## src/cpup_pkg.sv

```systemverilog
//------------------------------------------------------------------------------
// Color pointer update parser package
// Shared payload types, field indexes, result kinds and status codes.
//------------------------------------------------------------------------------
`default_nettype none

package cpup_pkg;

   // Message header layout.
   localparam int HEADER_BYTES = 14;
   localparam int HDR_CNT_W = 4;
   localparam int FIELD_COUNT = 7;
   localparam int FLD_CACHE = 0;
   localparam int FLD_HOT_X = 1;
   localparam int FLD_HOT_Y = 2;
   localparam int FLD_WIDTH = 3;
   localparam int FLD_HEIGHT = 4;
   localparam int FLD_ALEN = 5;
   localparam int FLD_XLEN = 6;

   // Body byte counter saturates at its full range.
   localparam int BODY_W = 17;
   localparam logic [BODY_W-1:0] BODY_MAX = '1;

   // Color depth register.
   localparam int BPP_W = 6;
   localparam logic [BPP_W-1:0] BPP_RESET = 6'd24;

   // Result kinds.
   localparam logic [1:0] KIND_XOR = 2'd0;
   localparam logic [1:0] KIND_AND = 2'd1;
   localparam logic [1:0] KIND_STATUS = 2'd2;

   // Status codes.
   localparam logic [2:0] ST_OK = 3'd0;
   localparam logic [2:0] ST_SHORT_HEADER = 3'd1;
   localparam logic [2:0] ST_TOO_LARGE = 3'd2;
   localparam logic [2:0] ST_XOR_LEN_BAD = 3'd3;
   localparam logic [2:0] ST_XOR_SHORT = 3'd4;
   localparam logic [2:0] ST_AND_LEN_BAD = 3'd5;
   localparam logic [2:0] ST_AND_SHORT = 3'd6;

   typedef struct packed {
      logic [7:0] data_byte;
      logic       end_of_message;
   } req_type;

   typedef struct packed {
      logic [1:0]  result_kind;
      logic [7:0]  mask_byte;
      logic [15:0] mask_offset;
      logic [2:0]  status;
      logic [15:0] cache_index;
      logic [15:0] hot_x;
      logic [15:0] hot_y;
      logic [15:0] pointer_width;
      logic [15:0] pointer_height;
      logic [15:0] xor_mask_length;
      logic [15:0] and_mask_length;
   } rsp_type;

endpackage

`default_nettype wire

```

## src/cpup_ifs.sv

```systemverilog
//------------------------------------------------------------------------------
// Color pointer update parser channels
// Byte input channel, result channel and color depth write channel.
//------------------------------------------------------------------------------
`default_nettype none

// Message byte channel.
interface cpup_req_if;
   logic              valid;
   logic              ready;
   cpup_pkg::req_type payload;
   modport source (output valid, output payload, input ready);
   modport sink (input valid, input payload, output ready);
endinterface

// Result channel.
interface cpup_rsp_if;
   logic              valid;
   logic              ready;
   cpup_pkg::rsp_type payload;
   modport source (output valid, output payload, input ready);
   modport sink (input valid, input payload, output ready);
endinterface

// Color depth register write channel.
interface cpup_csr_if;
   logic                       valid;
   logic                       ready;
   logic [cpup_pkg::BPP_W-1:0] xor_bits_per_pixel;
   modport source (output valid, output xor_bits_per_pixel, input ready);
   modport sink (input valid, input xor_bits_per_pixel, output ready);
endinterface

`default_nettype wire

```

## src/cpup_mul.sv

```systemverilog
//------------------------------------------------------------------------------
// Shift-add multiplier
// Multiplies two unsigned operands, one multiplier bit per cycle, on a single
// shared adder. The product is valid in the cycle that done is high.
//------------------------------------------------------------------------------
`default_nettype none

module cpup_mul #(
   parameter int MC_W = 11,
   parameter int ML_W = 7
) (
   input  wire logic                 clock,
   input  wire logic                 reset,
   input  wire logic                 start,
   input  wire logic [MC_W-1:0]      mcand,
   input  wire logic [ML_W-1:0]      mplier,
   output logic                      done,
   output logic [MC_W+ML_W-1:0]      product
);

   localparam int PR_W = MC_W + ML_W;
   localparam int CNT_W = $clog2(ML_W + 1);

   logic [PR_W-1:0]  acc_ff, acc_in;
   logic [PR_W-1:0]  mc_ff, mc_in;
   logic [ML_W-1:0]  ml_ff, ml_in;
   logic [CNT_W-1:0] cnt_ff, cnt_in;
   logic             run_ff, run_in;
   logic             done_ff, done_in;

   // One partial product is added per cycle.
   always_comb begin
      acc_in = acc_ff;
      mc_in = mc_ff;
      ml_in = ml_ff;
      cnt_in = cnt_ff;
      run_in = run_ff;
      done_in = 1'b0;
      if (start) begin
         acc_in = '0;
         mc_in = {{ML_W{1'b0}}, mcand};
         ml_in = mplier;
         cnt_in = CNT_W'(ML_W);
         run_in = 1'b1;
      end else if (run_ff) begin
         if (ml_ff[0]) begin
            acc_in = acc_ff + mc_ff;
         end
         mc_in = mc_ff << 1;
         ml_in = ml_ff >> 1;
         cnt_in = cnt_ff - CNT_W'(1);
         if (cnt_ff == CNT_W'(1)) begin
            run_in = 1'b0;
            done_in = 1'b1;
         end
      end
   end

   // Control registers.
   always_ff @(posedge clock) begin
      if (reset) begin
         run_ff <= 1'b0;
         done_ff <= 1'b0;
         cnt_ff <= '0;
      end else begin
         run_ff <= run_in;
         done_ff <= done_in;
         cnt_ff <= cnt_in;
      end
   end

   // Datapath registers.
   always_ff @(posedge clock) begin
      acc_ff <= acc_in;
      mc_ff <= mc_in;
      ml_ff <= ml_in;
   end

   assign done = done_ff;
   assign product = acc_ff;

endmodule

`default_nettype wire

```

## src/color_pointer_update_parser.sv

```systemverilog
//------------------------------------------------------------------------------
// Color pointer update parser
// Parses the 14-byte pointer header, checks the mask lengths with a shared
// shift-add multiplier, passes mask bytes through and reports a final status.
//------------------------------------------------------------------------------
// Header and mask bytes are taken one per cycle while the output is free; a
// mask beat is offered in the cycle after its byte is accepted. After a header
// within MAX_DIM, three multiplies check the mask lengths and no byte is taken.
// The end byte sets a pending flag, then the status beat is registered, later
// while a mask beat waits or the size check runs; no byte is taken meanwhile.
// Reset is synchronous: it clears the parser and sets the color depth to 24.
`default_nettype none

module color_pointer_update_parser #(
   parameter int MAX_DIM = 96
) (
   input wire logic    clock,
   input wire logic    reset,
   cpup_req_if.sink    req_ch,
   cpup_rsp_if.source  rsp_ch,
   cpup_csr_if.sink    csr_ch
);

   // Widths that follow from the dimension limit.
   localparam int DIM_W = $clog2(MAX_DIM + 1);
   localparam int PA_W = cpup_pkg::BPP_W + DIM_W;
   localparam int SX_W = PA_W - 2;
   localparam int MC_W = SX_W;
   localparam int ML_W = (DIM_W > cpup_pkg::BPP_W) ? DIM_W : cpup_pkg::BPP_W;
   localparam int PR_W = MC_W + ML_W;
   localparam int CMP_W = (PR_W > 16) ? PR_W : 16;
   localparam logic [15:0] DIM_LIMIT = 16'(MAX_DIM);

   // Parser phases.
   localparam logic [2:0] PH_HEAD = 3'd0;
   localparam logic [2:0] PH_BODY = 3'd1;
   localparam logic [2:0] PH_MUL_XBITS = 3'd2;
   localparam logic [2:0] PH_MUL_XLEN = 3'd3;
   localparam logic [2:0] PH_MUL_ALEN = 3'd4;

   localparam logic [cpup_pkg::HDR_CNT_W-1:0] HDR_FULL =
      cpup_pkg::HDR_CNT_W'(cpup_pkg::HEADER_BYTES);
   localparam logic [cpup_pkg::HDR_CNT_W-1:0] HDR_LAST =
      cpup_pkg::HDR_CNT_W'(cpup_pkg::HEADER_BYTES - 1);

   logic [2:0]                        phase_ff, phase_in;
   logic [cpup_pkg::HDR_CNT_W-1:0]    hcnt_ff, hcnt_in;
   logic [15:0]                       fld_ff [cpup_pkg::FIELD_COUNT];
   logic [15:0]                       fld_in [cpup_pkg::FIELD_COUNT];
   logic [cpup_pkg::BODY_W-1:0]       body_ff, body_in;
   logic                              xok_ff, xok_in;
   logic                              aok_ff, aok_in;
   logic                              spend_ff, spend_in;
   logic [cpup_pkg::BPP_W-1:0]        bpp_ff, bpp_in;
   logic                              out_vld_ff, out_vld_in;
   cpup_pkg::rsp_type                 out_ff, out_in;

   logic                              req_ready;
   logic                              accept;
   logic                              slot_free;
   logic                              dims_ok;
   logic [DIM_W-1:0]                  w_dim;
   logic [DIM_W-1:0]                  h_dim;
   logic [15:0]                       xlen;
   logic [15:0]                       alen;
   logic [cpup_pkg::BODY_W-1:0]       xlen_ext;
   logic [cpup_pkg::BODY_W-1:0]       and_pos;
   logic                              in_xor;
   logic                              in_and;
   logic                              xor_pass;
   logic [2:0]                        status_code;
   logic [2:0]                        hidx;

   logic                              mul_start;
   logic [MC_W-1:0]                   mul_mcand;
   logic [ML_W-1:0]                   mul_mplier;
   logic                              mul_done;
   logic [PR_W-1:0]                   mul_product;

   // Scanline bytes from a bit count, rounded up to an even byte count.
   function automatic logic [SX_W-1:0] padded_bytes(input logic [PA_W-1:0] bits);
      logic [PA_W:0]   sum;
      logic [SX_W-1:0] sx;
      sum = {1'b0, bits} + (PA_W + 1)'(7);
      sx = sum[PA_W:3];
      return sx + SX_W'(sx[0]);
   endfunction

   // Shared multiplier for the mask size check.
   cpup_mul #(
      .MC_W (MC_W),
      .ML_W (ML_W)
   ) u_cpup_mul (
      .clock   (clock),
      .reset   (reset),
      .start   (mul_start),
      .mcand   (mul_mcand),
      .mplier  (mul_mplier),
      .done    (mul_done),
      .product (mul_product)
   );

   // Handshake and header-derived values.
   assign slot_free = !out_vld_ff || rsp_ch.ready;
   assign req_ready = (phase_ff == PH_HEAD || phase_ff == PH_BODY) && !spend_ff && slot_free;
   assign accept = req_ch.valid && req_ready;
   assign dims_ok = (fld_ff[cpup_pkg::FLD_WIDTH] <= DIM_LIMIT) &&
                    (fld_ff[cpup_pkg::FLD_HEIGHT] <= DIM_LIMIT);
   assign w_dim = fld_ff[cpup_pkg::FLD_WIDTH][DIM_W-1:0];
   assign h_dim = fld_ff[cpup_pkg::FLD_HEIGHT][DIM_W-1:0];
   assign xlen = fld_ff[cpup_pkg::FLD_XLEN];
   assign alen = fld_ff[cpup_pkg::FLD_ALEN];
   assign xlen_ext = {1'b0, xlen};
   assign and_pos = body_ff - xlen_ext;
   assign in_xor = body_ff < xlen_ext;
   assign in_and = !in_xor && (and_pos < {1'b0, alen});
   assign xor_pass = dims_ok && (xlen == 16'd0 || xok_ff);
   assign hidx = hcnt_ff[3:1];

   // Final status in order of precedence.
   always_comb begin
      if (hcnt_ff != HDR_FULL) begin
         status_code = cpup_pkg::ST_SHORT_HEADER;
      end else if (!dims_ok) begin
         status_code = cpup_pkg::ST_TOO_LARGE;
      end else if (xlen != 16'd0 && in_xor) begin
         status_code = cpup_pkg::ST_XOR_SHORT;
      end else if (xlen != 16'd0 && !xok_ff) begin
         status_code = cpup_pkg::ST_XOR_LEN_BAD;
      end else if (alen != 16'd0 && (and_pos < {1'b0, alen})) begin
         status_code = cpup_pkg::ST_AND_SHORT;
      end else if (alen != 16'd0 && !aok_ff) begin
         status_code = cpup_pkg::ST_AND_LEN_BAD;
      end else begin
         status_code = cpup_pkg::ST_OK;
      end
   end

   // Parser sequencer.
   always_comb begin
      phase_in = phase_ff;
      hcnt_in = hcnt_ff;
      fld_in = fld_ff;
      body_in = body_ff;
      xok_in = xok_ff;
      aok_in = aok_ff;
      spend_in = spend_ff;
      out_in = out_ff;
      out_vld_in = out_vld_ff;
      mul_start = 1'b0;
      mul_mcand = '0;
      mul_mplier = '0;

      // A taken beat frees the output register.
      if (out_vld_ff && rsp_ch.ready) begin
         out_vld_in = 1'b0;
      end

      case (phase_ff)
         PH_HEAD: begin
            if (accept) begin
               for (int i = 0; i < cpup_pkg::FIELD_COUNT; i++) begin
                  if (hidx == 3'(i)) begin
                     if (hcnt_ff[0]) begin
                        fld_in[i] = {req_ch.payload.data_byte, fld_ff[i][7:0]};
                     end else begin
                        fld_in[i] = {fld_ff[i][15:8], req_ch.payload.data_byte};
                     end
                  end
               end
               hcnt_in = hcnt_ff + cpup_pkg::HDR_CNT_W'(1);
               if (hcnt_ff == HDR_LAST) begin
                  // Header complete: clamp the hotspot and, if the sizes fit, start the size check.
                  if (fld_ff[cpup_pkg::FLD_HOT_X] >= fld_ff[cpup_pkg::FLD_WIDTH]) begin
                     fld_in[cpup_pkg::FLD_HOT_X] = 16'd0;
                  end
                  if (fld_ff[cpup_pkg::FLD_HOT_Y] >= fld_ff[cpup_pkg::FLD_HEIGHT]) begin
                     fld_in[cpup_pkg::FLD_HOT_Y] = 16'd0;
                  end
                  if (dims_ok) begin
                     mul_start = 1'b1;
                     mul_mcand = MC_W'(w_dim);
                     mul_mplier = ML_W'(bpp_ff);
                     phase_in = PH_MUL_XBITS;
                  end else begin
                     phase_in = PH_BODY;
                  end
               end
            end
         end
         PH_BODY: begin
            if (accept) begin
               if (in_xor && xor_pass) begin
                  out_in.result_kind = cpup_pkg::KIND_XOR;
                  out_in.mask_offset = body_ff[15:0];
                  out_vld_in = 1'b1;
               end else if (in_and && xor_pass && aok_ff) begin
                  out_in.result_kind = cpup_pkg::KIND_AND;
                  out_in.mask_offset = and_pos[15:0];
                  out_vld_in = 1'b1;
               end
               out_in.mask_byte = req_ch.payload.data_byte;
               out_in.status = cpup_pkg::ST_OK;
               out_in.cache_index = fld_ff[cpup_pkg::FLD_CACHE];
               out_in.hot_x = fld_ff[cpup_pkg::FLD_HOT_X];
               out_in.hot_y = fld_ff[cpup_pkg::FLD_HOT_Y];
               out_in.pointer_width = fld_ff[cpup_pkg::FLD_WIDTH];
               out_in.pointer_height = fld_ff[cpup_pkg::FLD_HEIGHT];
               out_in.xor_mask_length = xlen;
               out_in.and_mask_length = alen;
               if (body_ff != cpup_pkg::BODY_MAX) begin
                  body_in = body_ff + cpup_pkg::BODY_W'(1);
               end
            end
         end
         PH_MUL_XBITS: begin
            if (mul_done) begin
               mul_start = 1'b1;
               mul_mcand = padded_bytes(mul_product[PA_W-1:0]);
               mul_mplier = ML_W'(h_dim);
               phase_in = PH_MUL_XLEN;
            end
         end
         PH_MUL_XLEN: begin
            if (mul_done) begin
               xok_in = CMP_W'(mul_product) == CMP_W'(xlen);
               mul_start = 1'b1;
               mul_mcand = padded_bytes(PA_W'(w_dim));
               mul_mplier = ML_W'(h_dim);
               phase_in = PH_MUL_ALEN;
            end
         end
         PH_MUL_ALEN: begin
            if (mul_done) begin
               aok_in = CMP_W'(mul_product) == CMP_W'(alen);
               phase_in = PH_BODY;
            end
         end
         default: begin
            phase_in = PH_HEAD;
         end
      endcase

      // The end byte leaves a status beat pending.
      if (accept && req_ch.payload.end_of_message) begin
         spend_in = 1'b1;
      end

      // Send the status beat and start over with a fresh message.
      if (spend_ff && (phase_ff == PH_HEAD || phase_ff == PH_BODY) && slot_free) begin
         out_in = '0;
         out_in.result_kind = cpup_pkg::KIND_STATUS;
         out_in.status = status_code;
         if (hcnt_ff == HDR_FULL) begin
            out_in.cache_index = fld_ff[cpup_pkg::FLD_CACHE];
            out_in.hot_x = fld_ff[cpup_pkg::FLD_HOT_X];
            out_in.hot_y = fld_ff[cpup_pkg::FLD_HOT_Y];
            out_in.pointer_width = fld_ff[cpup_pkg::FLD_WIDTH];
            out_in.pointer_height = fld_ff[cpup_pkg::FLD_HEIGHT];
            out_in.xor_mask_length = xlen;
            out_in.and_mask_length = alen;
         end
         out_vld_in = 1'b1;
         spend_in = 1'b0;
         phase_in = PH_HEAD;
         hcnt_in = '0;
         body_in = '0;
         xok_in = 1'b0;
         aok_in = 1'b0;
      end
   end

   // Color depth register write.
   always_comb begin
      bpp_in = bpp_ff;
      if (csr_ch.valid) begin
         bpp_in = csr_ch.xor_bits_per_pixel;
      end
   end

   // Control registers.
   always_ff @(posedge clock) begin
      if (reset) begin
         phase_ff <= PH_HEAD;
         hcnt_ff <= '0;
         body_ff <= '0;
         xok_ff <= 1'b0;
         aok_ff <= 1'b0;
         spend_ff <= 1'b0;
         out_vld_ff <= 1'b0;
         bpp_ff <= cpup_pkg::BPP_RESET;
      end else begin
         phase_ff <= phase_in;
         hcnt_ff <= hcnt_in;
         body_ff <= body_in;
         xok_ff <= xok_in;
         aok_ff <= aok_in;
         spend_ff <= spend_in;
         out_vld_ff <= out_vld_in;
         bpp_ff <= bpp_in;
      end
   end

   // Header fields and output payload.
   always_ff @(posedge clock) begin
      fld_ff <= fld_in;
      out_ff <= out_in;
   end

   assign req_ch.ready = req_ready;
   assign rsp_ch.valid = out_vld_ff;
   assign rsp_ch.payload = out_ff;
   assign csr_ch.ready = 1'b1;

endmodule

`default_nettype wire

```

## src/flat_wrapper.sv

```systemverilog
// flat-port wrapper written by rule: the top's interface ports become plain ports
module color_pointer_update_parser_flat 
#(
   parameter int MAX_DIM = 96
)
  (clock, reset, req_ch_valid, req_ch_payload, req_ch_ready, rsp_ch_valid, rsp_ch_payload, rsp_ch_ready, csr_ch_valid, csr_ch_xor_bits_per_pixel, csr_ch_ready);
  cpup_req_if req_ch_i ();
  cpup_rsp_if rsp_ch_i ();
  cpup_csr_if csr_ch_i ();
  input wire logic clock;
  input wire logic reset;
  input wire logic [$bits(req_ch_i.valid)-1:0] req_ch_valid;
  input wire logic [$bits(req_ch_i.payload)-1:0] req_ch_payload;
  output wire logic [$bits(req_ch_i.ready)-1:0] req_ch_ready;
  output wire logic [$bits(rsp_ch_i.valid)-1:0] rsp_ch_valid;
  output wire logic [$bits(rsp_ch_i.payload)-1:0] rsp_ch_payload;
  input wire logic [$bits(rsp_ch_i.ready)-1:0] rsp_ch_ready;
  input wire logic [$bits(csr_ch_i.valid)-1:0] csr_ch_valid;
  input wire logic [$bits(csr_ch_i.xor_bits_per_pixel)-1:0] csr_ch_xor_bits_per_pixel;
  output wire logic [$bits(csr_ch_i.ready)-1:0] csr_ch_ready;
  assign req_ch_i.valid = req_ch_valid;
  assign req_ch_i.payload = req_ch_payload;
  assign req_ch_ready = req_ch_i.ready;
  assign rsp_ch_valid = rsp_ch_i.valid;
  assign rsp_ch_payload = rsp_ch_i.payload;
  assign rsp_ch_i.ready = rsp_ch_ready;
  assign csr_ch_i.valid = csr_ch_valid;
  assign csr_ch_i.xor_bits_per_pixel = csr_ch_xor_bits_per_pixel;
  assign csr_ch_ready = csr_ch_i.ready;
  color_pointer_update_parser #(.MAX_DIM(MAX_DIM)) u_core (.clock(clock), .reset(reset), .req_ch(req_ch_i), .rsp_ch(rsp_ch_i), .csr_ch(csr_ch_i));
endmodule
```

## config.mk

```make
export PLATFORM = sky130hd
export DESIGN_NAME = color_pointer_update_parser_flat
export DESIGN_NICKNAME = d
export VERILOG_FILES = /design/src/cpup_pkg.sv /design/src/cpup_ifs.sv /design/src/cpup_mul.sv /design/src/color_pointer_update_parser.sv /design/src/flat_wrapper.sv
export SDC_FILE = /design/constraint.sdc
export NUM_CORES = 1
export LEC_CHECK = 0
export ABC_AREA = 0
export BUFFER_PORTS_ARGS = -buffer_cell sky130_fd_sc_hd__buf_2
export CAP_MARGIN = 20
export CORE_ASPECT_RATIO = 0.75
export CORE_UTILIZATION = 55
export DETAILED_ROUTE_END_ITERATION = 12
export GPL_TIMING_DRIVEN = 0
export PLACE_DENSITY = 0.85
export SETUP_SLACK_MARGIN = 0.15
export SYNTH_ARGS = -nofsm -noshare
export SYNTH_HDL_FRONTEND = slang
export SYNTH_SLANG_ARGS = --single-unit
```

## constraint.sdc

```tcl
create_clock -name clock -period 8.4 [get_ports clock]
set_input_delay 0.84 -clock clock [delete_from_list [all_inputs] [get_ports clock]]
set_output_delay 0.84 -clock clock [all_outputs]
set_load 0.05 [all_outputs]
```

# Yosys cells after proc, flatten, opt, wreduce, memory -nomap -nowiden
# Cells that the tools add are included.
# word_totals
register_bits	335
elab_cells	194
# classes
n_addsub	9
n_lt_le_gt_ge	6
eq_ne	22
muxes	60
n_bitwise	3
reduce_logical	56
# ops
op	count
115-bit two-way mux	3
16-bit two-way mux	8
112-bit two-way mux	1
11-bit two-way mux	6
7-bit two-way mux	6
4-bit AND reduction	10
3-bit two-way mux	13
18-bit by 16-bit equality test with 1-bit output	2
17-bit by 16-bit less-than comparator with 1-bit output	2
11-bit one-hot mux with 3 select lines	1
16-bit >= comparator	2
16-bit by 7-bit less-or-equal comparator with 1-bit output, second input constant	2
32-bit two-way mux	1
16-bit nonzero test	2
11-bit by 1-bit adder with 11-bit output	2
18-bit adder	1
17-bit by 1-bit adder with 17-bit output, second input constant	1
1-bit logical AND	17
17-bit != test, second input constant	1
17-bit by 16-bit subtractor with 17-bit output	1
16-bit logical NOT	1
3-bit one-hot mux with 5 select lines	1
13-bit by 3-bit adder with 14-bit output, second input constant	1
1-bit two-way mux	14
24 further kinds	57

# Longest topological paths before layout
# Gate-level depths: netlist of the first run.
# logic_depth
ltp_word	10
ltp_mapped	21

# Hierarchy
# A second synthesis of the first run with hierarchy kept.
# unflattened
cells_unflattened	1519
area_unflattened_um2	16754.8
# by_module_without_submodules
module	instances	cells_each	area_each_um2
color_pointer_update_parser	1	1226	13890.8
cpup_mul	1	293	2864.0

# Worst setup path before layout of the first run
# No wires, ideal clock.
# synth_timing
path_type	input to register
startpoint	in rsp_ch_ready
endpoint	reg u_core.out_ff, in the netlist u_core.rsp_ch.payload[0], enable pin
arrival_time_ns	4.137
t_required_ns	7.922
path_slack_ns	3.785
stages	5
path_buffers	1
path_cell_list	nor2b_1 > nor4b_2 > nand3_1 > clkbuf_1 > nand2_1
# synth_between
elab_chain_cells	5
word_cells_on_any_way	7
cone_classes	7 x reduce/logical
# synth_lines
item	line	text
from (decl)	flat_wrapper.sv:17	input wire logic [$bits(rsp_ch_i.ready)-1:0] rsp_ch_ready;
1-bit logical OR *	color_pointer_update_parser.sv:104	assign slot_free = !out_vld_ff || rsp_ch.ready;
1-bit logical AND	color_pointer_update_parser.sv:105	assign req_ready = (phase_ff == PH_HEAD || phase_ff == PH_BODY) && !spend_ff && slot_free;
1-bit logical AND	color_pointer_update_parser.sv:106	assign accept = req_ch.valid && req_ready;
2-bit nonzero test (no source line)	n/a	
2-bit AND reduction (no source line) *	n/a	
to (signal assigned)	color_pointer_update_parser.sv:307	out_ff <= out_in;
to (decl)	color_pointer_update_parser.sv:56	cpup_pkg::rsp_type out_ff, out_in;
# Mark *: on every way between the ends. The rest lies on a longest branch, timed or not.
# A chain may end at the register's enable or synchronous reset.

# Worst setup path after layout of the first run
# layout_timing
startpoint	reg u_core.fld_ff, in the netlist u_core.xlen[0]
endpoint	reg u_core.out_ff, in the netlist u_core.rsp_ch.payload[118]
# layout_between
elab_chain_cells	7
word_cells_on_any_way	15
cone_classes	1 x add/sub; 2 x order compare; 2 x mux; 10 x reduce/logical
# layout_lines
item	line	text
from (decl)	color_pointer_update_parser.sv:48	logic [15:0] fld_ff [cpup_pkg::FIELD_COUNT];
from (signal assigned)	color_pointer_update_parser.sv:306	fld_ff <= fld_in;
17-bit by 16-bit subtractor with 17-bit output (tied with other cells)	color_pointer_update_parser.sv:114	assign and_pos = body_ff - xlen_ext;
17-bit by 16-bit less-than comparator with 1-bit output (tied with other cells)	color_pointer_update_parser.sv:116	assign in_and = !in_xor && (and_pos < {1'b0, alen});
1-bit logical AND (on tied branches)	color_pointer_update_parser.sv:116, color_pointer_update_parser.sv:117	
1-bit logical AND (2 in a row)	color_pointer_update_parser.sv:197	end else if (in_and && xor_pass && aok_ff) begin
2-bit nonzero test (no source line)	n/a	
3-bit AND reduction (no source line)	n/a	
# Parallel ways exist; a longest one is shown, timed or not. The select of a mux whose other input is x is not followed.

==> metrics.md, run 1 <==
| Metric | Value |
|---|---|
| Status | completed |
| Area added between synthesis and finish | 15.38% |
| CTS tree | done |
| Cells after DPL | 2055 |
| Tmin final | 4.857 ns |
| Port Buf Inserts | 161 |
| Area used by multi-input combinational logic | 6683 um^2 |
| Post-CTS setup buffer count | 0 |
| Routed WL | 44.30 mm |
| Die area | 30630 um^2 |
| Initial antenna violation count | 1 |
| Clk buf depth | 3 |
| Final GP Congestion | 0.9445 |
| CTS root buffer | clkbuf_16 |
| Gr usage total | 0.2852 |
| Initial Util | 0.5627 |
| Skew final | 0.02093 ns |
| #FFs+latches synth | 335 |
| Post-synth ARST share | 0 |
| Clk pin slew, worst setup/hold paths | 0.06 ns |
| Dpl hpwl | 31.72 mm |
| CTS Sinks | 335 |
| Final nets | 1813 |
| Worst Path Max Fanout | 10 |
| FF+latch area | 9159 um^2 |
| WL/cell | 20.89 um |
| Final setup TNS | 0 ns |
| Reg2reg setup slack | 3.54 ns |
| Number of flops mapped to enable cells by yosys | 245 |
| Most used cell along the critical path | a21oi_1 |
| Worst Path Arrival | 5.30 ns |
| Global route total overflow | 0 |
| Sequential area share after synthesis | 0.5564 |
| CP peak stage delay | 0.48 ns |
| Most common cell after layout, fill and taps aside | edfxtp_1 |
| Filler cell count | 2167 |
| Cell count after synthesis | 1498 |
| Area leader, netlist | edfxtp_1 |
| FF-to-FF End | u_core.rsp_ch.payload[118] |
| Grt met1 use | 0.4021 |
| Worst r2r src | u_core.xlen[0] |
| DRC | 0 |
| Maxcap violations | 0 |
| Slew headroom | 0.2811 |
| Largest net degree at the start of global routing | 67 |
| Share of cells above drive strength 1 | 0.1494 |
| Vias per inst | 6.093 |
| Cell Rows | 54 |
| Yosys warns | 0 |
| Placed Area | 17830 um^2 |
| RSZ-0062 raised after global routing | no |
| Busiest layer in global routing | met2 |
| P_leak | 0.007598 uW |
| Worst-path cell chain | ha_1, inv_1, fa_1, a211oi_1, o21ai_1, o41a_1, a41oi_1, a21oi_1, xnor2_1, ha_1, a21oi_1, o21ai_0, a221oi_1, nand2_1, o32ai_2, buf_2, o21ai_0, a21oi_1 |
| Fin. max-slew vios | 0 |
| Maximum vdd ir drop | 0.0001517 V |
| Startpoint Class | register |
| Worst reg-to-reg path cell count | 18 |
| Critical Path RT | 8.84 ns |
| Buffers plus inverters on the worst setup path | 2 |
| Min-Delay Startpoint | u_core.rsp_ch.payload[140] |
| CTS buffer count | 34 |
| Layout Cells excl Fill | 2120 |
| FMAX | 205.9 MHz |
| Iter 0 DRT Violations | 1555 |
| Ys flop type | edfxtp_1 |
| Pwr Density | 214.1 nW/um^2 |
| Chip width | 201.8 um |
| Worst path slowest cell | edfxtp_1 |
| Crit share post-route | 0.5783 |
| CTS HTree Levels | 2 |
| Vias in the first global route | 12160 |
| Placeable core region | 29260 um^2 |
| Count of different cell masters after synthesis | 76 |
| Die H | 151.8 um |
| Worst Tran Pin Value | 1.070 ns |
| Io pins | 164 |
| Mapped cell area | 16460 um^2 |
| Final Cell Area | 18990 um^2 |
| Worst Path Class, Setup | reg2reg |
| Hold EP | u_core.rsp_ch.payload[140] |
| Highest-count cells in the layout ignoring fill and taps | edfxtp_1 (245), a21oi_1 (178), buf_2 (169), nand2_1 (132), dfxtp_1 (90) |
| CP delay by family, top | compound AO/OA/AOI/OAI gates |
| Hold Buf Count CTS | 0 |
| Number of routed nets with antenna violations | 0 |
| First-pass GRT wire length | 67.90 mm |
| Met3 Use GR | 0.05641 |
| CP Capture Type | register |
| Post-synth net total | 1609 |
| Clock Latency Late Sink | 0.53 ns |
| Setup violations, final | 0 |
| First-pass detailed-route iteration total | 6 |
| Hold WC Path Type | reg2reg |
| Resized cells post-CTS | 0 |
| Number of cells on the critical path | 18 |
| Final count of hold timing violations | 0 |
| Avg Inst Size Synth | 10.99 um^2 |
| M2 GR Usage | 0.4378 |
| Hold Crit Depth | 2 |
| Vias after detailed routing | 12920 |
| Ranking of synthesized cells by area | edfxtp_1 (45%), dfxtp_1 (11%), ha_1 (6.8%) |
| Top-area cell type share of the netlist area | 0.4469 |
[synth_stat cells, types with 9 or more instances]
cell and number:
a31oi_1 20, mux2i_1 39, dfxtp_1 90, a21o_1 18, inv_1 86, nand3_1 24, mux2_2 16, o21ai_0 47
nor3_1 26, a211oi_1 11, nand2_1 133, a21oi_1 178, clkbuf_1 63, nand4_1 15, or3_1 9, xnor2_1 28
edfxtp_1 245, xor2_1 54, nor4_1 22, o21a_1 9, nand2b_1 13, ha_1 89, and2_1 58, nor2_1 80
and3_1 9
[area by class of cell]
class | count | area share
clock inverter | 18 | 0.01166
sequential | 335 | 0.4822
timing repair buffer | 168 | 0.04678
inverter | 88 | 0.01739
tap | 392 | 0.02583
antenna | 1 | 0.0001318
clock buffer | 43 | 0.04822
buffer | 72 | 0.01588
multi-input combinational | 1003 | 0.3519
[metal layers]
| layer | vias to the layer above | wire length [um] | part of all wire |
|---|---|---|---|
| met5 | - | 0 | 0 |
| met2 | 775 | 19660 | 0.44 |
| met1 | 6164 | 18280 | 0.41 |
| met3 | 121 | 4770 | 0.11 |
| met4 | 0 | 1586 | 0.036 |
| li1 | 5858 | - | - |
[flip-flops by register name (all words and copies together) (netlist names), 3 cells and up]
name,flops
u_core.u_cpup_mul.product,18
u_core.fld_ff,80
u_core.u_cpup_mul.ml_ff,7
u_core.u_cpup_mul.cnt_ff,3
u_core.hcnt_ff,4
u_core.alen,16
u_core.bpp_ff,6
u_core.xlen,16
u_core.u_cpup_mul.mc_ff,18
u_core.rsp_ch.payload,141
u_core.phase_ff,3
u_core.body_ff,17
[power breakdown]
group / internal [uW] / switching, uW
clock: 910 / 657
combinational: 187 / 385
sequential: 1870 / 55.9
total: 2970 / 1100
[per-stage QoR]
step / hold slack (ns) / total power [uW] / utilization / worst slack [ns]
2_1_floorplan: 0.4613 / 2364 / - / 3.785
3_3_place_gp: 0.4333 / 2494 / 0.6070 / 2.195
3_5_place_dp: 0.4384 / 2516 / 0.6096 / 3.693
4_1_cts: 0.4486 / 4065 / 0.6485 / 3.646
5_1_grt: 0.4805 / 4187 / 0.6492 / 3.271
6_report: 0.4501 / 4066 / 0.6492 / 3.543
[kinds of logic (layout without fill, tap and decap cells)]
group | Yosys count | count (layout) | share of synthesized area
compound gates | 356 | 356 | 0.1306
xor+xnor | 82 | 82 | 0.04363
fa+ha+maj | 92 | 92 | 0.07069
buf+inv | 160 | 389 | 0.03839
flops | 335 | 335 | 0.5564
mux | 55 | 55 | 0.03466
other cells | 1 | 2 | 0.0002278
simple gates | 417 | 417 | 0.1254
[worst reg2reg max path, cell delays in order, from the launching register on]
cell	delay, ns
edfxtp_1	0.48
ha_1	0.22
inv_1	0.06
fa_1	0.42
a211oi_1	0.23
o21ai_1	0.16
o41a_1	0.38
a41oi_1	0.37
a21oi_1	0.14
xnor2_1	0.36
ha_1	0.33
a21oi_1	0.14
o21ai_0	0.09
a221oi_1	0.22
nand2_1	0.18
o32ai_2	0.43
buf_2	0.28
o21ai_0	0.12
a21oi_1	0.17
[worst max path at each step]
stage | start | to | slack [ns]
after floorplan | rsp_ch_ready | u_core.rsp_ch.payload[0] | 3.78
after global placement | rsp_ch_ready | u_core.rsp_ch.payload[65] | 2.19
after detailed placement | u_core.xlen[0] | u_core.rsp_ch.payload[114] | 3.69
after CTS | u_core.xlen[0] | u_core.rsp_ch.payload[114] | 3.65
after global routing | u_core.xlen[0] | u_core.rsp_ch.payload[118] | 3.27
final | u_core.xlen[0] | u_core.rsp_ch.payload[118] | 3.54
Power figures use the tool's default switching activity.
==> run 2: changes to the inputs <==
--- a/config.mk
+++ b/config.mk
@@ -9,10 +9,10 @@
 export BUFFER_PORTS_ARGS = -buffer_cell sky130_fd_sc_hd__buf_2
 export CAP_MARGIN = 20
 export CORE_ASPECT_RATIO = 0.75
-export CORE_UTILIZATION = 55
+export CORE_UTILIZATION = 54
 export DETAILED_ROUTE_END_ITERATION = 12
 export GPL_TIMING_DRIVEN = 0
-export PLACE_DENSITY = 0.85
+export PLACE_DENSITY = 0.87
 export SETUP_SLACK_MARGIN = 0.15
 export SYNTH_ARGS = -nofsm -noshare
 export SYNTH_HDL_FRONTEND = slang
==> constraint.sdc (replaced) <==
create_clock -name clock -period 4 [get_ports clock]
set_input_delay 0.4 -clock clock [delete_from_list [all_inputs] [get_ports clock]]
set_output_delay 0.4 -clock clock [all_outputs]
set_load 0.05 [all_outputs]
==> run 2 against run 1 <==
The flow now finishes with violations (negative setup slack). Hold slack got worse by 0.36 ns. Sequential cell count did not move. Utilization rose by 0.86 points. Global-route usage rose by 0.79 points. Critical path depth rose by 1. Combinational power rose by 110%. Non-clock buffer count rose by 25. Power rose by 110%. Die area rose by 1.8%. First-iteration DRC count rose by 1.5%. Clock power rose by 100%. Critical path type unchanged.
==> metrics.md, run 2 (synthesis gave the netlist of run 1 again) <==
| Metric | Value |
|---|---|
| CTS tree | done |
| Clk buf depth | 3 |
| Chip width | 203.6 um |
| Worst reg-to-reg path cell count | 19 |
| Iter 0 DRT Violations | 1579 |
| Number of routed nets with antenna violations | 0 |
| Placed Area | 17840 um^2 |
| Status | complete, but fails checks |
| Dpl hpwl | 32.30 mm |
| Worst Path Arrival | 4.62 ns |
| Slew headroom | 0.3414 |
| Die area | 31190 um^2 |
| WL/cell | 21.32 um |
| FMAX | 237.3 MHz |
| Routed WL | 45.70 mm |
| CP delay by family, top | compound AO/OA/AOI/OAI gates |
| Final core occ | 0.6577 |
| Gr usage total | 0.2931 |
| Failing checks | negative setup slack |
| Vias after detailed routing | 13160 |
| Highest-count cells in the layout ignoring fill and taps | edfxtp_1 (245), buf_2 (168), a21oi_1 (158), nand2_1 (129), dfxtp_1 (89) |
| Placeable core region | 29530 um^2 |
| Clock Latency Late Sink | 0.54 ns |
| Share of cells above drive strength 1 | 0.1862 |
| Crit share post-route | 1.054 |
| Largest net degree at the start of global routing | 116 |
| Worst path slowest cell | edfxtp_1 |
| Maximum vdd ir drop | 0.0003334 V |
| Worst Path Max Fanout | 7 |
| Global route total overflow | 0 |
| Tmin final | 4.214 ns |
| CP peak stage delay | 0.47 ns |
| Final GP Congestion | 0.9428 |
| Critical Path RT | 4.40 ns |
| Initial antenna violation count | 3 |
| CTS root buffer | clkbuf_16 |
| CP Capture Type | register |
| Hold WC Path Type | in2reg |
| Worst-path cell chain | inv_2, ha_1, nor2b_1, o31a_1, o21ai_2, o211a_4, o21a_1, o311a_1, ha_1, a21o_1, a21oi_2, o21ai_2, a221oi_2, nand2_2, o32a_1, buf_6, buf_6, a21oi_2, a21oi_2 |
| Buffers plus inverters on the worst setup path | 3 |
| Setup violations, final | 20 |
| Area added between synthesis and finish | 17.98% |
| Final count of hold timing violations | 0 |
| Final worst slack | -0.2141 ns |
| Number of cells on the critical path | 19 |
| Fin. max-slew vios | 0 |
| Hold Buf Count CTS | 0 |
| Pwr Density | 436.3 nW/um^2 |
| Die H | 153.2 um |
| CTS Sinks | 335 |
| RSZ-0062 raised after global routing | yes |
| Most used cell along the critical path | a21oi_2 |
| Port Buf Inserts | 161 |
| Vias in the first global route | 12680 |
| Startpoint Class | register |
| Largest register FFs | 141 |
| Reg2reg setup slack | -0.21 ns |
| First-pass detailed-route iteration total | 7 |
| CTS HTree Levels | 2 |
| Most common cell after layout, fill and taps aside | edfxtp_1 |
| Worst Path Class, Setup | reg2reg |
| Vias per inst | 6.138 |
| First-pass GRT wire length | 70.66 mm |
| Clk pin slew, worst setup/hold paths | 0.07 ns |
| Initial Util | 0.5575 |
| Skew final | 0.02061 ns |
| DRC | 0 |
| Maxcap violations | 0 |
| Io pins | 164 |
| Worst Tran Pin Value | 0.9803 ns |
| Final nets | 1839 |
| Final Cell Area | 19420 um^2 |
| P_leak | 0.007730 uW |
| CTS buffer count | 35 |
| Cell Rows | 54 |
| Hold Crit Depth | 2 |
## run 2: routing by layer
| metal | vias to the layer above | wire length [um] | global-route usage |
|---|---|---|---|
| li1 | 5917 | - | - |
| met1 | 6277 | 18620 | 0.4081 |
| met2 | 818 | 20710 | 0.4542 |
| met3 | 146 | 4712 | 0.05480 |
| met4 | 2 | 1635 | 0.1153 |
| met5 | - | 13 | 0 |
## run 2: through the flow
| step | worst slack [ns] | hold WS (ns) | TNS [ns] | instances | power (uW) |
|---|---|---|---|---|---|
| 5_1_grt | -0.3738 | 0.08782 | -6.863 | 2144 | 8733 |
| 6_report | -0.2141 | 0.08568 | -3.203 | 2144 | 8474 |
| 4_1_cts | -0.1209 | 0.07421 | -1.501 | 2133 | 8463 |
| 2_1_floorplan | 0.1468 | 0.4613 | 0 | 1498 | 4959 |
| 3_5_place_dp | -0.8104 | 0.4544 | -13.83 | 2054 | 5290 |
| 3_3_place_gp | -0.7197 | 0.4454 | -14.79 | 2051 | 5229 |
## run 2: where the power goes
group / internal [uW] / switching [uW] / total, uW
combinational: 392 / 819 / 1210
clock: 1860 / 1350 / 3210
sequential: 3930 / 116 / 4050
## run 2: final timing paths
| kind | to | from |
|---|---|---|
| hold / removal | u_core.bpp_ff[3] | csr_ch_xor_bits_per_pixel[3] |
| setup / recovery | u_core.rsp_ch.payload[119] | u_core.xlen[1] |
| hold reg to reg | u_core.rsp_ch.payload[136] | u_core.rsp_ch.payload[136] |
| setup reg to reg | u_core.rsp_ch.payload[119] | u_core.xlen[1] |
## run 2: final cells by class
cell class,instances,area [um^2]
Fill cell,2109,10110
Sequential cell,335,9160
Multi-Input combinational cell,1003,6923
Timing Repair Buffer,193,1087
Clock buffer,43,935.9
Tap cell,392,490.5
Inverter,88,330.3
Buffer,72,311.5
Clock inverter,17,178.9
Antenna cell,1,2.502
## run 2: repair_timing
action,in CTS,in global routing
gates cloned,1,0
pin swaps,35,10
buffers inserted,18,6
resized for setup,42,14
setup endpoints to repair,22,22
==> run 3: changes to the inputs <==
--- a/config.mk
+++ b/config.mk
@@ -8,8 +8,10 @@
 export ABC_AREA = 0
 export BUFFER_PORTS_ARGS = -buffer_cell sky130_fd_sc_hd__buf_2
 export CAP_MARGIN = 20
+export CELL_PAD_IN_SITES_DETAIL_PLACEMENT = 1
+export CELL_PAD_IN_SITES_GLOBAL_PLACEMENT = 2
 export CORE_ASPECT_RATIO = 0.75
-export CORE_UTILIZATION = 54
+export CORE_UTILIZATION = 36
 export DETAILED_ROUTE_END_ITERATION = 12
 export GPL_TIMING_DRIVEN = 0
 export PLACE_DENSITY = 0.87
==> run 3 against run 2 <==
The flow still finishes with violations (negative setup slack). Clock power rose by 7.2%. Cell count grew 9.5%. Power rose by 2.9%. Setup slack better by 0.022 ns. Sequential cell count unchanged. Utilization is 22 points lower. Fmax increased by 0.53%. Largest power group unchanged. Highest routed layer unchanged.
==> metrics.md, run 3 (synthesis gave the netlist of run 1 again) <==
| Metric | Value |
|---|---|
| RSZ-0062 raised after global routing | yes |
| Setup crit start | u_core.xlen[0] |
| Fin Hold WS | 0.07355 ns |
| Vias in the first global route | 13230 |
| Sw Share | 0.2793 |
| Die area | 46590 um^2 |
| Skew final | 0.01639 ns |
| Buffers plus inverters on the worst setup path | 3 |
| Slew headroom | 0.2843 |
| Chip width | 248.9 um |
| Gr usage total | 0.2169 |
| # diodes | 0 |
| Fin. max-slew vios | 0 |
| Highest-count cells in the layout ignoring fill and taps | edfxtp_1 (245), buf_2 (168), a21oi_1 (162), nand2_1 (131), dfxtp_1 (89) |
| Final nets | 1843 |
| Port Buf Inserts | 161 |
| DRC | 0 |
| Setup violations, final | 22 |
| Internal cell power | 6284 uW |
| FMAX | 238.6 MHz |
| Worst Tran Pin Value | 1.070 ns |
| Clk buf depth | 3 |
| Critical Path RT | 4.43 ns |
| Layout Cells excl Fill | 2348 |
| Io pins | 164 |
| Worst-path cell chain | ha_2, inv_2, fa_2, a211oi_2, o21ai_2, o41a_1, a21oi_2, xnor2_2, ha_1, a21o_1, a21oi_2, o211ai_1, o21ai_2, nand2_4, o32a_1, buf_6, buf_12, a21oi_2, a21oi_1 |
| Final GP Congestion | 0.8969 |
| FF-to-FF End | u_core.rsp_ch.payload[128] |
| Share of cells above drive strength 1 | 0.1907 |
| Iter 0 DRT Violations | 850 |
| CTS buffer count | 38 |
| Register share of total power | 0.464 |
| Largest register FFs | 141 |
| Final worst slack | -0.1918 ns |
| Initial Util | 0.3670 |
| First-pass detailed-route iteration total | 5 |
| Comb power frac | 0.141 |
| Worst Path Max Fanout | 6 |
| Largest net degree at the start of global routing | 116 |
| CP delay by family, top | compound AO/OA/AOI/OAI gates |
| Worst Path Class, Setup | reg2reg |
| Hold Crit Depth | 2 |
| Tmin final | 4.192 ns |
| Cell Rows | 67 |
| Hold WC Path Type | in2reg |
| Hold Buf Count CTS | 0 |
| Worst path slowest cell | edfxtp_1 |
| Routed WL | 51.27 mm |
| P_sw | 2435 uW |
| First-pass GRT wire length | 78.40 mm |
| Clk pin slew, worst setup/hold paths | 0.06 ns |
| Vias after detailed routing | 12680 |
| P_leak | 0.007826 uW |
| Clock Latency Late Sink | 0.55 ns |
| Vias per inst | 5.400 |
| Dpl hpwl | 36.63 mm |
| Worst reg-to-reg path cell count | 19 |
| Dpl ws | -1.126 ns |
| Status | complete, but fails checks |
| WL/cell | 21.84 um |
| Crit share post-route | 1.048 |
| Final setup TNS | -2.910 ns |
| Hold EP | u_core.bpp_ff[4] |
| Pwr Density | 440.4 nW/um^2 |
| Most common cell after layout, fill and taps aside | edfxtp_1 |
| CP Capture Type | register |
| Failing checks | negative setup slack |
| Area added between synthesis and finish | 20.26% |
| Number of routed nets with antenna violations | 0 |
| Maximum vdd ir drop | 0.0002571 V |
| Initial antenna violation count | 2 |
| Pwr Total | 8719 uW |
| Cells after DPL | 2248 |
| CTS tree | done |
| Clock share of power | 0.395 |
| Maxcap violations | 0 |
| Min-Delay Startpoint | csr_ch_xor_bits_per_pixel[4] |
| Reg2reg setup slack | -0.19 ns |
| Die H | 187.2 um |
| Final count of hold timing violations | 0 |
| Worst Path Arrival | 4.63 ns |
| Global route total overflow | 0 |
| CP peak stage delay | 0.43 ns |
| CTS Sinks | 335 |
| Worst r2r src | u_core.xlen[0] |
| Placeable core region | 44850 um^2 |
| Most used cell along the critical path | a21oi_2 |
| Number of cells on the critical path | 19 |
| CTS HTree Levels | 2 |
| CTS root buffer | clkbuf_16 |
| Startpoint Class | register |
## run 3: changes by cell type in the layout (fill, tap and decap cells not counted), sizes merged
cell	delta
inv	+2
bufinv	-3
buf	-1
clkinv	+2
diode	-1
clkbuf	+11
## run 3: power by group through the flow
stage / clock [uW] / combinational, uW / sequential, uW
2_1_floorplan: 0 / 657 / 4300
3_3_place_gp: 0 / 1160 / 4120
3_5_place_dp: 0 / 1220 / 4120
4_1_cts: 3510 / 1230 / 4050
5_1_grt: 3630 / 1340 / 4060
6_report: 3440 / 1230 / 4050
## run 3: how the worst max path moves through the flow
stage	end	slack, ns
after global placement	u_core.rsp_ch.payload[114]	-1.14
final	u_core.rsp_ch.payload[128]	-0.19
after floorplan	u_core.rsp_ch.payload[127]	0.15
after CTS	u_core.rsp_ch.payload[128]	-0.22
after detailed placement	u_core.rsp_ch.payload[114]	-1.13
after global routing	u_core.rsp_ch.payload[128]	-0.39
## run 3: what timing repair did
item	CTS	global route
pin swaps	23	15
cloned	0	2
resized for setup	38	24
endpoints found under the setup margin	22	22
buffers inserted	13	10
## run 3: metal layers
metal | global-route usage | vias up | share of wire
li1 | - | 5919 | -
met3 | 0.04495 | 66 | 0.066
met5 | 0 | - | 0.00016
met1 | 0.3001 | 6309 | 0.46
met2 | 0.3483 | 384 | 0.46
met4 | 0.04969 | 2 | 0.018
## run 3: final cells by class
class                           count  area [um^2]
Inverter                           88        330.3
Buffer                             72        316.6
Timing Repair Buffer              194         1111
Sequential cell                   335         9160
Clock buffer                       52         1106
Clock inverter                     18        120.1
Multi-Input combinational cell   1003         6918
Fill cell                        4893        25050
Tap cell                          586        733.2
## run 3: per-stage QoR
step / util / area (um^2)
final: 0.4414 / 19800
after global routing: 0.4414 / 19800
after CTS: 0.4360 / 19560
after detailed placement: 0.4031 / 18080
after global placement: 0.4020 / 18030
after floorplan: - / 16490
